--- src/design/assert_macros.svh ---
// ----------------------------------------------------------------------------
// assert_macros.svh
// Assertion shorthands shared by the RTL. Every check is clocked on aclk and
// is disabled while aresetn is low.
// ----------------------------------------------------------------------------
`ifndef ASSERT_MACROS_SVH
`define ASSERT_MACROS_SVH

// Clocked property check, off during reset
`define CLBC_ASSERT(lbl, prop, msg) \
    lbl: assert property (@(posedge aclk) disable iff (!aresetn) (prop)) else $error(msg);

// Implication check: antecedent in one cycle, consequent in the next
`define CLBC_ASSERT_NEXT(lbl, ante, cons, msg) \
    lbl: assert property (@(posedge aclk) disable iff (!aresetn) (ante) |=> (cons)) \
        else $error(msg);

`endif

--- src/design/clbc_pkg.sv ---
// ----------------------------------------------------------------------------
// clbc_pkg
// Types, register indexes, mode codes and reset values of the charge limit
// band controller.
// ----------------------------------------------------------------------------
package clbc_pkg;

    // Field widths
    localparam int LEVEL_W   = 7;
    localparam int CURRENT_W = 32;
    localparam int LIMIT_W   = 31;
    localparam int OFFLINE_W = 8;
    localparam int FAKE_CNT_W = 3;
    localparam int HOT_CNT_W  = 2;
    localparam int CFG_IDX_W  = 3;
    localparam int CFG_DATA_W = 31;

    // Configuration register indexes
    localparam logic [CFG_IDX_W-1:0] REG_ENABLE        = 3'd0;
    localparam logic [CFG_IDX_W-1:0] REG_UPPER_LEVEL   = 3'd1;
    localparam logic [CFG_IDX_W-1:0] REG_LOWER_LEVEL   = 3'd2;
    localparam logic [CFG_IDX_W-1:0] REG_CURRENT_LIMIT = 3'd3;
    localparam logic [CFG_IDX_W-1:0] REG_OFFLINE_TICKS = 3'd4;

    // Reset values of the configuration registers
    localparam logic [LEVEL_W-1:0]   UPPER_LEVEL_RST   = 7'd80;
    localparam logic [LEVEL_W-1:0]   LOWER_LEVEL_RST   = 7'd75;
    localparam logic [LIMIT_W-1:0]   CURRENT_LIMIT_RST = 31'd150000;
    localparam logic [OFFLINE_W-1:0] OFFLINE_TICKS_RST = 8'd5;

    // Hot sampling starts once the fake tick count passes this value
    localparam logic [FAKE_CNT_W-1:0] HOT_SAMPLE_AFTER = 3'd3;
    // Consecutive hot samples that back the fake off
    localparam logic [HOT_CNT_W-1:0]  HOT_TRIP         = 2'd2;

    // Result modes
    localparam logic [1:0] MODE_RELEASE  = 2'd0;
    localparam logic [1:0] MODE_WIRED    = 2'd1;
    localparam logic [1:0] MODE_WIRELESS = 2'd2;

    typedef struct packed {
        logic [CURRENT_W-1:0] battery_current;
        logic                 wired_up;
        logic                 wireless_up;
        logic                 level_valid;
        logic [LEVEL_W-1:0]   level;
    } clbc_item_t;

    typedef struct packed {
        logic                 enable;
        logic [LEVEL_W-1:0]   upper_level;
        logic [LEVEL_W-1:0]   lower_level;
        logic [LIMIT_W-1:0]   current_limit;
        logic [OFFLINE_W-1:0] offline_ticks;
    } clbc_cfg_t;

    // Packed so that mode lands in the lowest bits of the output tdata
    typedef struct packed {
        logic       backoff;
        logic       holding;
        logic       fake_full;
        logic       restrict_on;
        logic       vote_stop;
        logic       gate_enable;
        logic [1:0] mode;
    } clbc_result_t;

    localparam int RESULT_W = $bits(clbc_result_t);

endpackage

--- src/design/clbc_core.sv ---
// ----------------------------------------------------------------------------
// clbc_core
// Per-tick decision logic and the controller state: hysteresis, offline
// counter, fake tick counter, hot sample counter and the unsafe latch.
// ----------------------------------------------------------------------------
module clbc_core
    import clbc_pkg::*;
(
    input  logic         aclk,
    input  logic         aresetn,
    input  logic         step,      // commit this tick's state update
    input  clbc_item_t   item,
    input  clbc_cfg_t    cfg,
    output clbc_result_t result
);

    logic                  hold_reg,      hold_next;
    logic                  prev_hold_reg, prev_hold_next;
    logic [OFFLINE_W-1:0]  offline_reg,   offline_next;
    logic [FAKE_CNT_W-1:0] fake_cnt_reg,  fake_cnt_next;
    logic [HOT_CNT_W-1:0]  hot_cnt_reg,   hot_cnt_next;
    logic                  unsafe_reg,    unsafe_next;

    logic                  engage;
    logic                  gone;
    logic                  active;
    logic                  hot;
    logic [FAKE_CNT_W-1:0] fake_cnt_base;
    logic [HOT_CNT_W-1:0]  hot_cnt_base;
    logic                  unsafe_base;

    // Signed compare of the current against the unsigned limit, one bit wider
    assign hot = $signed({item.battery_current[CURRENT_W-1], item.battery_current})
               > $signed({2'b00, cfg.current_limit});

    // Next state and result for one tick
    always_comb begin
        hold_next      = hold_reg;
        prev_hold_next = prev_hold_reg;
        offline_next   = offline_reg;
        fake_cnt_next  = fake_cnt_reg;
        hot_cnt_next   = hot_cnt_reg;
        unsafe_next    = unsafe_reg;
        engage         = 1'b0;
        gone           = 1'b0;
        active         = 1'b0;
        fake_cnt_base  = fake_cnt_reg;
        hot_cnt_base   = hot_cnt_reg;
        unsafe_base    = unsafe_reg;

        result             = '0;
        result.mode        = MODE_RELEASE;
        result.gate_enable = 1'b1;

        if (!cfg.enable) begin
            hold_next      = 1'b0;
            prev_hold_next = 1'b0;
            offline_next   = '0;
            fake_cnt_next  = '0;
            hot_cnt_next   = '0;
            unsafe_next    = 1'b0;
        end else begin
            // Hysteresis; upper check wins when the band overlaps
            if (item.level_valid) begin
                if (item.level >= cfg.upper_level) begin
                    hold_next = 1'b1;
                end else if (item.level <= cfg.lower_level) begin
                    hold_next = 1'b0;
                end
            end

            // Fresh engagement clears the fake bookkeeping
            engage = hold_next && !prev_hold_reg;
            if (engage) begin
                fake_cnt_base = '0;
                hot_cnt_base  = '0;
                unsafe_base   = 1'b0;
            end
            fake_cnt_next = fake_cnt_base;
            hot_cnt_next  = hot_cnt_base;
            unsafe_next   = unsafe_base;

            // Saturating offline counter
            if (item.wireless_up) begin
                offline_next = '0;
            end else if (offline_reg != '1) begin
                offline_next = offline_reg + 1'b1;
            end
            gone = offline_next >= cfg.offline_ticks;

            if (hold_next) begin
                if (item.wired_up) begin
                    result.mode        = MODE_WIRED;
                    result.gate_enable = 1'b0;
                end else begin
                    active             = !unsafe_base && !gone;
                    result.mode        = MODE_WIRELESS;
                    result.vote_stop   = 1'b1;
                    result.restrict_on = 1'b1;
                    result.fake_full   = active;
                    if (active) begin
                        if (fake_cnt_base != '1) begin
                            fake_cnt_next = fake_cnt_base + 1'b1;
                        end
                        // Sample current once the fake has settled
                        if (fake_cnt_next > HOT_SAMPLE_AFTER) begin
                            if (hot) begin
                                if (hot_cnt_base != '1) begin
                                    hot_cnt_next = hot_cnt_base + 1'b1;
                                end
                            end else begin
                                hot_cnt_next = '0;
                            end
                            if (hot_cnt_next >= HOT_TRIP) begin
                                result.fake_full = 1'b0;
                                result.backoff   = 1'b1;
                                unsafe_next      = 1'b1;
                            end
                        end
                    end
                end
            end
            prev_hold_next = hold_next;
        end

        result.holding = hold_next;
    end

    // State registers, updated once per accepted tick
    always_ff @(posedge aclk) begin
        if (!aresetn) begin
            hold_reg      <= 1'b0;
            prev_hold_reg <= 1'b0;
            offline_reg   <= '0;
            fake_cnt_reg  <= '0;
            hot_cnt_reg   <= '0;
            unsafe_reg    <= 1'b0;
        end else if (step) begin
            hold_reg      <= hold_next;
            prev_hold_reg <= prev_hold_next;
            offline_reg   <= offline_next;
            fake_cnt_reg  <= fake_cnt_next;
            hot_cnt_reg   <= hot_cnt_next;
            unsafe_reg    <= unsafe_next;
        end
    end

endmodule

--- src/design/charge_limit_band_controller.sv ---
// ----------------------------------------------------------------------------
// charge_limit_band_controller
// Keeps the battery inside a charge band and selects the hold mode per tick.
// ----------------------------------------------------------------------------
// One tick enters per clock cycle while s_tready is high. The tick is captured
// in an input register and decided by a single layer of compare and counter
// logic against the controller state as it moves on to the output register,
// where the result is held until taken. A stalled output holds one result
// while a second tick waits in the input register. Configuration writes are
// always accepted (cfg_ready is tied high) and must only be made while no tick
// is in flight. Register indexes: 0 enable, 1 upper_level, 2 lower_level,
// 3 current_limit, 4 offline_ticks; other indexes are ignored.
// ----------------------------------------------------------------------------
`include "assert_macros.svh"

module charge_limit_band_controller
    import clbc_pkg::*;
(
    input  logic                  aclk,
    input  logic                  aresetn,

    // Tick input
    input  logic                  s_tvalid,
    output logic                  s_tready,
    // [6:0] level, [7] wireless_up, [8] wired_up, [40:9] battery_current
    input  logic [47:0]           s_tdata,
    // [0] level_valid
    input  logic                  s_tuser,

    // Result output
    output logic                  m_tvalid,
    input  logic                  m_tready,
    // [1:0] mode, [2] gate_enable, [3] vote_stop, [4] restrict_on,
    // [5] fake_full, [6] holding, [7] backoff
    output logic [RESULT_W-1:0]   m_tdata,

    // Configuration writes
    input  logic                  cfg_valid,
    output logic                  cfg_ready,
    input  logic [CFG_IDX_W-1:0]  cfg_index,
    input  logic [CFG_DATA_W-1:0] cfg_wdata
);

    clbc_cfg_t    cfg_reg;
    logic         in_valid_reg;
    clbc_item_t   item_reg;
    logic         out_valid_reg;
    clbc_result_t result_reg;
    clbc_result_t result;
    logic         advance;
    logic         s_accept;

    // Input register moves forward when the output register is free or drains
    assign advance   = in_valid_reg && (!out_valid_reg || m_tready);
    assign s_tready  = !in_valid_reg || advance;
    assign s_accept  = s_tvalid && s_tready;
    assign cfg_ready = 1'b1;
    assign m_tvalid  = out_valid_reg;
    assign m_tdata   = result_reg;

    // Configuration registers
    always_ff @(posedge aclk) begin
        if (!aresetn) begin
            cfg_reg.enable        <= 1'b0;
            cfg_reg.upper_level   <= UPPER_LEVEL_RST;
            cfg_reg.lower_level   <= LOWER_LEVEL_RST;
            cfg_reg.current_limit <= CURRENT_LIMIT_RST;
            cfg_reg.offline_ticks <= OFFLINE_TICKS_RST;
        end else if (cfg_valid) begin
            case (cfg_index)
                REG_ENABLE:        cfg_reg.enable        <= cfg_wdata[0];
                REG_UPPER_LEVEL:   cfg_reg.upper_level   <= cfg_wdata[LEVEL_W-1:0];
                REG_LOWER_LEVEL:   cfg_reg.lower_level   <= cfg_wdata[LEVEL_W-1:0];
                REG_CURRENT_LIMIT: cfg_reg.current_limit <= cfg_wdata[LIMIT_W-1:0];
                REG_OFFLINE_TICKS: cfg_reg.offline_ticks <= cfg_wdata[OFFLINE_W-1:0];
                default: ;
            endcase
        end
    end

    // Input register valid
    always_ff @(posedge aclk) begin
        if (!aresetn) begin
            in_valid_reg <= 1'b0;
        end else if (s_tready) begin
            in_valid_reg <= s_tvalid;
        end
    end

    // Input register payload
    always_ff @(posedge aclk) begin
        if (s_accept) begin
            item_reg.level           <= s_tdata[6:0];
            item_reg.wireless_up     <= s_tdata[7];
            item_reg.wired_up        <= s_tdata[8];
            item_reg.battery_current <= s_tdata[40:9];
            item_reg.level_valid     <= s_tuser;
        end
    end

    clbc_core u_core (
        .aclk    (aclk),
        .aresetn (aresetn),
        .step    (advance),
        .item    (item_reg),
        .cfg     (cfg_reg),
        .result  (result)
    );

    // Output register valid
    always_ff @(posedge aclk) begin
        if (!aresetn) begin
            out_valid_reg <= 1'b0;
        end else if (advance) begin
            out_valid_reg <= 1'b1;
        end else if (m_tready) begin
            out_valid_reg <= 1'b0;
        end
    end

    // Output register payload
    always_ff @(posedge aclk) begin
        if (advance) begin
            result_reg <= result;
        end
    end

    // A tick decided while disabled gives the released result
    `CLBC_ASSERT_NEXT(a_disabled_release, advance && !cfg_reg.enable, (result_reg.mode == MODE_RELEASE) && result_reg.gate_enable && !result_reg.holding && !result_reg.backoff, "disabled tick did not release")
    // Backoff only happens in wireless hold and drops the fake
    `CLBC_ASSERT(a_backoff_wireless, !(m_tvalid && result_reg.backoff) || ((result_reg.mode == MODE_WIRELESS) && !result_reg.fake_full && result_reg.holding), "backoff outside wireless hold")
    // Input stalls only with both registers full and the output blocked
    `CLBC_ASSERT(a_stall_cause, s_tready || (in_valid_reg && out_valid_reg && !m_tready), "input stalled without cause")

endmodule
--- config.mk ---
export PLATFORM = sky130hd
export DESIGN_NAME = charge_limit_band_controller
export DESIGN_NICKNAME = d
export VERILOG_FILES = /design/src/design/clbc_pkg.sv /design/src/design/clbc_core.sv /design/src/design/charge_limit_band_controller.sv
export VERILOG_INCLUDE_DIRS = /design/src /design/src/design
export SDC_FILE = /design/constraint.sdc
export NUM_CORES = 1
export LEC_CHECK = 0
export BUFFER_PORTS_ARGS = -buffer_cell sky130_fd_sc_hd__buf_2
export CAP_MARGIN = 10
export CORE_MARGIN = 5
export CORE_UTILIZATION = 40
export CTS_BUF_LIST = sky130_fd_sc_hd__clkbuf_8
export DETAILED_ROUTE_END_ITERATION = 6
export HOLD_SLACK_MARGIN = 0.08
export PLACE_DENSITY = 0.67
export SYNTH_ARGS = -nofsm -noshare
export SYNTH_HDL_FRONTEND = slang
export SYNTH_SLANG_ARGS = --single-unit
--- constraint.sdc ---
create_clock -name aclk -period 2.93 [get_ports aclk]
set_clock_uncertainty 0.2 [all_clocks]
set_input_delay 0.4395 -clock aclk [delete_from_list [all_inputs] [get_ports aclk]]
set_output_delay 0.4395 -clock aclk [all_outputs]
set_load 0.005 [all_outputs]
==> impl_metrics.tcl <==
set metrics [dict create \
    placement.io_buffers 90 \
    drive_gt1_share_pct 26.9 \
    endpoint_kind "flip-flop" \
    fmax_ghz 0.328 \
    synth_fp_nets 728 \
    yosys-top-cells-area "sky130_fd_sc_hd__edfxtp_1, sky130_fd_sc_hd__dfxtp_1, sky130_fd_sc_hd__ha_1" \
    min_path_cells 3 \
    failing_checks "negative setup slack" \
    timing_worst_setup_path_type "flip-flop to flip-flop" \
    power.density_nw_per_um2 469 \
    initial_utilization_pct 40.4 \
    tritoncts "yes" \
    setup_violations 6 \
    dpl_worst_slack_ps -189 \
    remaining_drc_errors 0 \
    run_status "finished with violations" \
    synth_edf_count 48 \
    global_route.overflow_total 0 \
    nFillCells 1223 \
    layout_commonest_cell "sky130_fd_sc_hd__nand2_1" \
    syn_to_final_growth_pct 39.0 \
    synth_cells 585 \
    reg2reg_to "u_core.hot_cnt_reg[1]" \
    detail_route.wl_per_cell_um 15.6 \
    gr-max-usage-layer "met2" \
    dieArea_um2 17000 \
    fp.dieW_um 130 \
    clockRootBuffer "sky130_fd_sc_hd__clkbuf_8" \
    grt_start_max_net_pins 40 \
    ctsHtreeMaxLevel 4 \
    gp_routability_congestion 0.880 \
    mean_number_of_vias_per_cell 5.03 \
    maxSlewHeadroom_pct 56.3 \
    clock-sinks 119 \
    postRouteWirelength_um 15300 \
    postLayoutCellArea_um2 8070 \
    arrival_ps 3180 \
    hp-class "input port to flip-flop" \
    syn-mean-instance-area_um2 9.92 \
    hold-worst-slack_ps 121 \
    start_kind "flip-flop" \
    clock_insertion_delay_worst_skew_ps 450 \
    drv_cap 0 \
    grt_pass1_vias 5306 \
    fin_ws_ps -115 \
    detailedRoute.firstIterationViolations 239 \
    dpl_cell_area_um2 6630 \
    final_cell_mix "sky130_fd_sc_hd__nand2_1, sky130_fd_sc_hd__buf_2, sky130_fd_sc_hd__dlygate4sd3_1, sky130_fd_sc_hd__dfxtp_1, sky130_fd_sc_hd__inv_1" \
    yosys.area.top_type "sky130_fd_sc_hd__edfxtp_1" \
    finalHoldViolCount 0 \
    fp.coreArea_um2 14400 \
    grt_util_met1_pct 21.5 \
    fin_crit_sh_pct 104 \
    fp.dieH_um 130 \
    clock_path_buffers 2 \
    grt_setup_unrepaired "true" \
    grt_antenna_before_repair 0 \
    postSynth.topFlopCell "sky130_fd_sc_hd__dfxtp_1" \
    finalNetCount 925 \
    critPathMaxFanout 3 \
    worst_pin_slew_ps 653 \
    ff2ff_path_depth 15 \
    drt_first_pass_iters 4 \
    number_of_antenna_cells_inserted 0 \
    dp_hpwl_um 9950 \
    r2r_slack_ps -120 \
    dpl.cell_count 868 \
    final-instance-count-excl-fill 979 \
    grt_use_met3_pct 5.41 \
    grt.met2_usage_pct 32.7 \
    cts_inserted_buffers 17 \
    yosysUniqueCellTypes 62 \
    critical_path.reg2reg.startpoint "u_core.offline_reg[3]" \
    ys_async_sr_fraction_pct 0 \
    synth_warnings 0 \
    clkTransAtPathRegs_ps 70 \
    num_vias 4925 \
    worstHoldStart "cfg_wdata[0]" \
    grt_util_all_layers_pct 18.8 \
    holdPathEnd "cfg_reg[8]" \
    largest_register_ffs 54 \
    ys_seq_elements 119 \
    pin_count 99 \
    p_leak_nw 3.26 \
    vdd_drop_max_v 0.000509 \
    seq_total_area_yosys_pct 49.3 \
    netlist_area_before_placement_um2 5810 \
    grt_pass1_wl_um 24800 \
    row_count 44 \
    detail-route-antenna-nets 0 \
    drv_slew 0 \
    yosys.area.top_type_share_pct 24.8 \
    fin_crit_ps 3050 \
    critical_path_required_ps 3070 \
]
[layout make-up]
cell class,count,area (µm²),area share [%]
inverters,55,208,2.57
clock inverters,15,169,2.09
clock buffers,17,234,2.90
flip-flops and latches,119,2870,35.5
well taps,184,230,2.85
multi-input cells,389,2890,35.8
repair buffers,200,1480,18.3
[metal layers]
metal  share of wire [%]  routed length (µm)  up-vias
met5                   0                   0        -
met4                 2.4                 369        0
met2                  50                7690      128
met3                 5.3                 818       35
met1                  42                6430     2322
li1                    -                   -     2440
[worst max-delay path, stage by stage (launching register included)]
cell and delay, ps:
sky130_fd_sc_hd__dfxtp_1 340, sky130_fd_sc_hd__and3_4 220, sky130_fd_sc_hd__nand4_4 100, sky130_fd_sc_hd__and2_4 180, sky130_fd_sc_hd__and3_4 150, sky130_fd_sc_hd__xnor2_2 140, sky130_fd_sc_hd__nor2_1 70, sky130_fd_sc_hd__ha_2 210
sky130_fd_sc_hd__a21oi_2 180, sky130_fd_sc_hd__nor2_2 80, sky130_fd_sc_hd__a2111oi_4 330, sky130_fd_sc_hd__o21ai_2 120, sky130_fd_sc_hd__nor3b_2 160, sky130_fd_sc_hd__buf_4 150, sky130_fd_sc_hd__o21a_1 180, sky130_fd_sc_hd__o22ai_2 100
[worst max-delay path by stage]
| stage | start | end | slack (ps) | cells after the start |
|---|---|---|---|---|
| after global routing | u_core.offline_reg[3] | u_core.hot_cnt_reg[1] | -220 | 15 |
| after global placement | item_reg[0] | m_tdata[7] | -90 | 14 |
| final | u_core.offline_reg[3] | u_core.hot_cnt_reg[1] | -120 | 15 |
| after detailed placement | u_core.offline_reg[0] | m_tdata[5] | -190 | 14 |
| after CTS | item_reg[4] | m_tdata[7] | -90 | 13 |
| after floorplan | u_core.offline_reg[0] | u_core.hot_cnt_reg[1] | -9 | 14 |
[power breakdown]
part | total [mW] | internal [mW] | leakage [nW] | switching, mW
clock | 1.56 | 0.900 | 0.221 | 0.663
sequential | 1.81 | 1.78 | 1.04 | 0.0289
combinational | 0.413 | 0.218 | 2.00 | 0.195
total | 3.79 | 2.90 | 3.26 | 0.887
[cell usage after synthesis (4+ instances only)]
cell,n
sky130_fd_sc_hd__a211oi_1,5
sky130_fd_sc_hd__a21boi_0,39
sky130_fd_sc_hd__a21o_1,4
sky130_fd_sc_hd__a21oi_1,19
sky130_fd_sc_hd__a22oi_1,6
sky130_fd_sc_hd__and2_1,7
sky130_fd_sc_hd__and3_1,6
sky130_fd_sc_hd__buf_2,4
sky130_fd_sc_hd__buf_4,4
sky130_fd_sc_hd__clkbuf_1,13
sky130_fd_sc_hd__dfxtp_1,71
sky130_fd_sc_hd__edfxtp_1,48
sky130_fd_sc_hd__ha_1,55
sky130_fd_sc_hd__inv_1,54
sky130_fd_sc_hd__nand2_1,117
sky130_fd_sc_hd__nand3_1,12
sky130_fd_sc_hd__nand4_1,12
sky130_fd_sc_hd__nor2_1,17
sky130_fd_sc_hd__nor2b_1,11
sky130_fd_sc_hd__o211ai_1,16
sky130_fd_sc_hd__o21a_1,4
sky130_fd_sc_hd__o21ai_0,7
[what timing repair did]
item                                    CTS  global route
gates cloned                              0             0
hold buffers                             73             0
setup buffers                             4             2
resized for setup                        26            27
pin swaps                                13            23
hold endpoints to repair                 85             0
endpoints found under the setup margin    8             8
[through the flow]
| stage | power, mW | setup TNS, ps | util, % |
|---|---|---|---|
| after floorplan | 2.02 | -18.5 | - |
| after global placement | 2.14 | -367 | 46.2 |
| after detailed placement | 2.16 | -1210 | 46.2 |
| after CTS | 3.80 | -216 | 55.0 |
| after global routing | 3.95 | -1330 | 56.2 |
| final | 3.79 | -361 | 56.2 |
[kinds of logic (layout without fill, tap and decap cells)]
group / count (synthesis) / count (layout) / share of synthesized area [%]
other cells: 1 / 1 / 0.0646
mux: 1 / 1 / 0.172
xor+xnor: 4 / 4 / 0.604
buf+inv: 77 / 287 / 5.34
fa+ha+maj: 55 / 55 / 11.9
simple gates: 205 / 205 / 17.3
flops: 119 / 119 / 49.3
compound gates: 123 / 123 / 15.4
Note: power is estimated with default switching activity, not from simulation.
